File: config.mk
export PLATFORM = sky130hd
export DESIGN_NAME = ech_ctrl
export DESIGN_NICKNAME = d
export VERILOG_FILES = /design/src/rtl/ech_pkg.sv /design/src/rtl/ech_ctrl.sv
export SDC_FILE = /design/constraint.sdc
export NUM_CORES = 1
export LEC_CHECK = 0
export ABC_AREA = 1
export BUFFER_PORTS_ARGS = -buffer_cell sky130_fd_sc_hd__buf_4
export CAP_MARGIN = 20
export CELL_PAD_IN_SITES_DETAIL_PLACEMENT = 0
export CELL_PAD_IN_SITES_GLOBAL_PLACEMENT = 2
export CORE_MARGIN = 10
export CORE_UTILIZATION = 26
export CTS_BUF_LIST = sky130_fd_sc_hd__clkbuf_16
export DETAILED_ROUTE_END_ITERATION = 6
export GPL_ROUTABILITY_DRIVEN = 0
export PLACE_DENSITY = 0.78
export SLEW_MARGIN = 20
export SYNTH_ARGS = -nofsm -noshare
export SYNTH_HDL_FRONTEND = slang
export SYNTH_SLANG_ARGS = --single-unit
File: constraint.sdc
create_clock -name aclk -period 1.3 [get_ports aclk]
set_input_delay 0 -clock aclk [delete_from_list [all_inputs] [get_ports aclk]]
set_output_delay 0 -clock aclk [all_outputs]
set_load 0.1 [all_outputs]
File: src/rtl/ech_pkg.sv
// ----------------------------------------------------------------------------
// ech_pkg
// Shared types and constants for the eval correction history block.
// ----------------------------------------------------------------------------
package ech_pkg;

    // table entries per side, must be a power of two
    localparam int TABLE_ENTRIES = 16384;
    // both scale factors are powers of two: divides become shifts
    localparam int GRAIN         = 256;
    localparam int WEIGHT_SCALE  = 1024;
    localparam int PIECE_KINDS   = 12;
    localparam int SQUARES       = 64;

    localparam int MAX_WEIGHT    = 16;
    localparam int SUM_DIVISOR   = 128;
    localparam int EVAL_BOUND    = 49000 - 99 - 1;

    localparam int TAW     = $clog2(TABLE_ENTRIES) + 1;   // side bit + slot
    localparam int SLOT_W  = TAW - 1;
    localparam int CNT_AW  = $clog2(PIECE_KINDS * SQUARES);
    localparam int WS_SH   = $clog2(WEIGHT_SCALE);
    localparam int ADJ_SH  = $clog2(SUM_DIVISOR) + $clog2(GRAIN);
    localparam int BW      = 48;                          // wide accumulate width

    localparam logic [2:0] CFG_ENTRY_LIMIT  = 3'd0;
    localparam logic [2:0] CFG_PAWN_GAIN    = 3'd1;
    localparam logic [2:0] CFG_MINOR_GAIN   = 3'd2;
    localparam logic [2:0] CFG_COUNTER_GAIN = 3'd3;
    localparam logic [2:0] CFG_NONPAWN_GAIN = 3'd4;

    localparam logic [2:0] MODE_ADJUST  = 3'd0;
    localparam logic [2:0] MODE_PAWN    = 3'd1;
    localparam logic [2:0] MODE_MINOR   = 3'd2;
    localparam logic [2:0] MODE_NONPAWN = 3'd3;
    localparam logic [2:0] MODE_COUNTER = 3'd4;

    typedef enum logic [2:0] {
        ST_CLEAR,
        ST_IDLE,
        ST_READ,
        ST_MUL,
        ST_SUM,
        ST_DONE
    } state_t;

    typedef struct packed {
        logic              load;     // capture input word
        logic              clr;      // clearing pass write
        logic [TAW-1:0]    clr_addr;
        logic              mul;      // register products
        logic              sum;      // register sums
        logic              fin;      // write back or load result
    } cmd_t;

    typedef struct packed {
        logic is_adjust;
        logic out_busy;
    } sts_t;

endpackage

File: src/rtl/ech_ctrl.sv
// ----------------------------------------------------------------------------
// ech_ctrl
// Sequencer: clearing pass after reset, then read, multiply, sum, finish.
// ----------------------------------------------------------------------------
module ech_ctrl (
    input  logic          aclk,
    input  logic          aresetn,
    input  logic          s_valid,
    output logic          s_ready,
    input  ech_pkg::sts_t sts,
    output ech_pkg::cmd_t cmd
);
    import ech_pkg::*;

    state_t         state_reg, state_next;
    logic [TAW-1:0] clr_reg, clr_next;

    always_ff @(posedge aclk) begin
        if (!aresetn) begin
            state_reg <= ST_CLEAR;
            clr_reg   <= '0;
        end else begin
            state_reg <= state_next;
            clr_reg   <= clr_next;
        end
    end

    always_comb begin
        state_next = state_reg;
        clr_next   = clr_reg;
        case (state_reg)
            ST_CLEAR: begin
                clr_next = clr_reg + 1'b1;
                if (&clr_reg) state_next = ST_IDLE;
            end
            ST_IDLE:  if (s_valid) state_next = ST_READ;
            ST_READ:  state_next = ST_MUL;
            ST_MUL:   state_next = ST_SUM;
            ST_SUM:   state_next = ST_DONE;
            ST_DONE:  if (!(sts.is_adjust && sts.out_busy)) state_next = ST_IDLE;
            default:  state_next = ST_IDLE;
        endcase
    end

    always_comb begin
        s_ready      = (state_reg == ST_IDLE);
        cmd.load     = (state_reg == ST_IDLE) && s_valid;
        cmd.clr      = (state_reg == ST_CLEAR);
        cmd.clr_addr = clr_reg;
        cmd.mul      = (state_reg == ST_MUL);
        cmd.sum      = (state_reg == ST_SUM);
        cmd.fin      = (state_reg == ST_DONE) && !(sts.is_adjust && sts.out_busy);
    end
endmodule

Word-level counts from Yosys, hierarchy flattened

Cells that the tools add are included.

Output and inout bits: 21
Register bits after elaboration: 18
Logic and storage cells: 22
Bits of input ports: 5

Equal/unequal tests: 8
Muxes and demuxes: 4
Reductions and logical operators: 7
Add/subtract/negate cells: 1

Operator list:

| cell                  | number |
|---|---|
| $pmux 3 s6            | 1 |
| $add 15x1->15 const B | 1 |
| $reduce_and 15->1     | 1 |
| $mux 3                | 3 |
| $eq 3x2->1 const B    | 2 |
| $eq 3x3->1 const B    | 2 |
| $ne 2x2->1 const B    | 2 |
| $eq 3x1->1 const B    | 1 |
| $logic_and 1x1->1     | 3 |
| $logic_not 3->1       | 1 |
| $reduce_and 3->1      | 1 |
| $ne 2x1->1 const B    | 1 |
| $logic_not 1->1       | 1 |

Longest topological paths before layout

Depth after elaboration: 3
Mapped depth: 8
Depth with buffers taken out: 8

Least setup slack after synthesis

Ideal clock, no wire load.

Kind: reg2reg
Start: register state_reg[2]
End: register state_reg[2]
Data arrival time: 2.852 ns
Library setup time: 0.074 ns
Setup slack: -1.626 ns
Clock period less this slack: 2.926 ns
Cell stages (with the launch flop): 5
Data required time: 1.226 ns
Path buffers: 0
Cells stage by stage: dfxtp_1 -> inv_2 -> nor3_1 -> nor3_1 -> nor2_1

RTL lines:

| element                | RTL line       | source |
|---|---|---|
| start, declared        | ech_ctrl.sv:15 | `state_t state_reg, state_next;` |
| start signal, assigned | ech_ctrl.sv:23 | `state_reg <= state_next;` |

==> summary.md <==
| Metric | Value |
|---|---|
| Status | `complete, no violations` |
| Fin. Hold Viols | `0` |
| Post-route minimum period | `about 1.3 ns` |
| Max-cap viol count | `0` |
| DRT Wirelength | `between 2 and 2.5 mm` |
| Seq cells post-synth | `18` |
| Max FFs per register | `15` |
| Syn avg cell area | `around 6.6 sq um` |
| TNS Setup | `0 ns` |
| Startpoint types | `register` |
| Synthesis Warnings | `0` |
| Clock Pin Slew Worst Setup and Hold Paths | `approximately 0.050 ns` |
| Synthesized Nets | `150` |
| Pin count of the biggest net entering global routing | `16` |
| Post-CTS Hold Buffers | `0` |
| First-pass GRT wire length | `approximately 4.3 mm` |
| Core Rows | `21` |
| Layout cell share with drive strength beyond 1 | `between 30% and 40%` |
| Initial drt markers | `38` |
| Post-DR wirelength/cell | `around 11 microns` |
| Final worst-path cycle share | `a little over nine tenths` |
| Worst setup path class | `register to output port` |
| IO Pins | `26` |
| Peak supply drop | `approximately 0.00038 V` |
| Ant. Diodes | `0` |
| Dpl cells | `roughly 220` |
| Worst Skew | `~0.0025 ns` |
| Drt drc | `0` |
| WP data arrival | `between 1 and 1.5 ns` |
| Routed Antenna Nets | `0` |
| Worst-Skew Late Latency | `0.25 ns` |
| Hold Path Class | `primary input to register` |
| Max-Slew Margin vs Limit | `between 70% and 80%` |
| Clk root buf | `clkbuf_16` |
| Met3 Routed Length | `about 180 microns` |
| Dpl ws | `around 0.1 ns` |
| Mapped cell area | `between 900 and 1000 sq um` |
| Pwr Density | `about 890 nW/um^2` |
| Max-slew violations | `0` |
| Static Leak | `about 0.65 nW` |
| TritonCTS Buffers | `3` |
| Slew at the pin with the worst max-slew slack | `roughly 0.36 ns` |
| Critical Path End Type | `output port` |
| CTS tree | `yes` |
| Layout area overhead | `52.5%` |
| DR top layer | `met4` |
| Vias in the first global route | `936` |
| Post-DP HPWL | `between 2 and 2.5 mm` |
| Unrepaired setup endpoints after global routing | `yes` |
| Via-to-Cell Ratio | `approximately 4.3` |
| GRT Residual Overflow | `0` |
| Die area | `6500 sq um` |
| Drt pass-1 iters | `4` |
| Final setup margin | `0.0440 ns` |
| CP max FO | `5` |
| Finished Layout Cells | `220` |
| Die W | `slightly above 80 microns` |
| # clock sinks | `18` |
| NumNets Final | `roughly 180` |
| Mapped Cells | `144` |
| Wl on met1 | `approximately 1.2 mm` |
| Routed vias | `~940` |
| Finish-stage setup viols | `0` |
| Number of buffers added on ports | `25` |
| Initial antenna violation count | `0` |
| Fmax | `796 MHz` |
| Sequential area share after synthesis | `between 30% and 40%` |
| Max Root-Sink Buffers | `2` |
| Synth cell types | `21` |
| Required @ worst endpoint | `~1.3 ns` |
| Starting Density | `27.8%` |
| All-Layer GR Usage | `approximately 8%` |
| Core Region | `approximately 3400 sq um` |
| Die H | `about 81 microns` |
| Met2 Wirelength | `approximately 1.1 mm` |
| H-tree depth | `1` |
what timing repair did:
action                     CTS  global route
pin swaps                    0             5
setup endpoints to repair    1             7
hold endpoints to repair     0             0
gates cloned                 0             0
buffers inserted             0             1
resized for setup            3             9
Yosys cell counts (all sizes together):
master | number | share of area (%)
a21oi | 8 | 4.2
clkbuf | 1 | 0.39
dfxtp | 18 | 38
ha | 1 | 1.3
inv | 25 | 9.8
nand2 | 31 | 12
nand3 | 11 | 7.1
nand3b | 2 | 1.6
nand4 | 4 | 2.6
nor2 | 28 | 14
nor3 | 5 | 2.6
nor3b | 1 | 0.79
o211ai | 1 | 0.79
o21a | 1 | 0.79
o21ai | 7 | 3.7
cell families (layout without fill, tap and decap cells):
group | after synthesis | in the layout | share of synthesized area (%)
adder cells (fa/ha/maj) | 1 | 1 | 1.31
flip-flops | 18 | 18 | 37.7
AND/OR/NAND/NOR | 82 | 82 | 41.4
AO/OA/AOI/OAI | 17 | 17 | 9.42
buffers and inverters | 26 | 56 | 10.2
area by class of cell:
class / instances / area (sq um)
clock buffers: 3 / 75.1
clock inverters: 1 / 3.75
fillers: 357 / 1980
inverters: 25 / 100
multi-input cells: 100 / 579
flip-flops and latches: 18 / 415
well taps: 46 / 57.6
repair buffers: 27 / 226
cell usage in the layout (no fill, tap or decap), types with 2 or more instances in the layout:
cell type,n
nand2_1,28
nor2_2,2
nor3_1,3
clkbuf_16,3
a21oi_1,8
nor3_4,2
o21ai_1,3
inv_1,22
dfxtp_4,13
buf_4,23
nand2_2,2
nand3_1,9
buf_6,3
nor2_1,20
dfxtp_2,5
o21ai_0,3
nor2_4,5
nand3b_1,2
nand4_1,4
critical path, cell delays in order (launching register included):
cell	delay, ns
dfxtp_4	0.35
buf_4	0.17
nor2_2	0.12
nand2_1	0.09
nor2_4	0.11
buf_12	0.18
report_power, final:
part           total, mW  internal (mW)  switching, mW
registers          0.550          0.538         0.0113
clock network      0.621          0.409          0.212
logic              0.120         0.0322         0.0879
total               1.29          0.979          0.311
through the flow:
step           hold WS (ns)  cell area (sq um)  power [mW]  utilization, %
3_3_place_gp          0.330               1330       0.685            38.6
4_1_cts              0.0612               1420        1.31            41.3
6_report             0.0657               1460        1.29            42.3
2_1_floorplan         0.128               1080       0.652               -
3_5_place_dp          0.328               1330       0.686            38.6
5_1_grt              0.0819               1460        1.34            42.3
layer usage:
layer  vias to the layer above  global-route usage (%)
li1                        522                       -
met1                       403                    10.1
met2                        17                    12.4
met3                         2                    3.01
met4                         0                    3.70
met5                         -                       0
final timing paths:
path,start,end,cells past startpoint,slack (ns)
hold reg to reg,clr_reg[3],clr_reg[3],1,0.46
setup / recovery,state_reg[1],cmd[0],5,0.04
setup reg to reg,state_reg[0],clr_reg[13],6,0.08
hold / removal,aresetn,clr_reg[9],3,0.07
(Power assumes the default switching activity.)
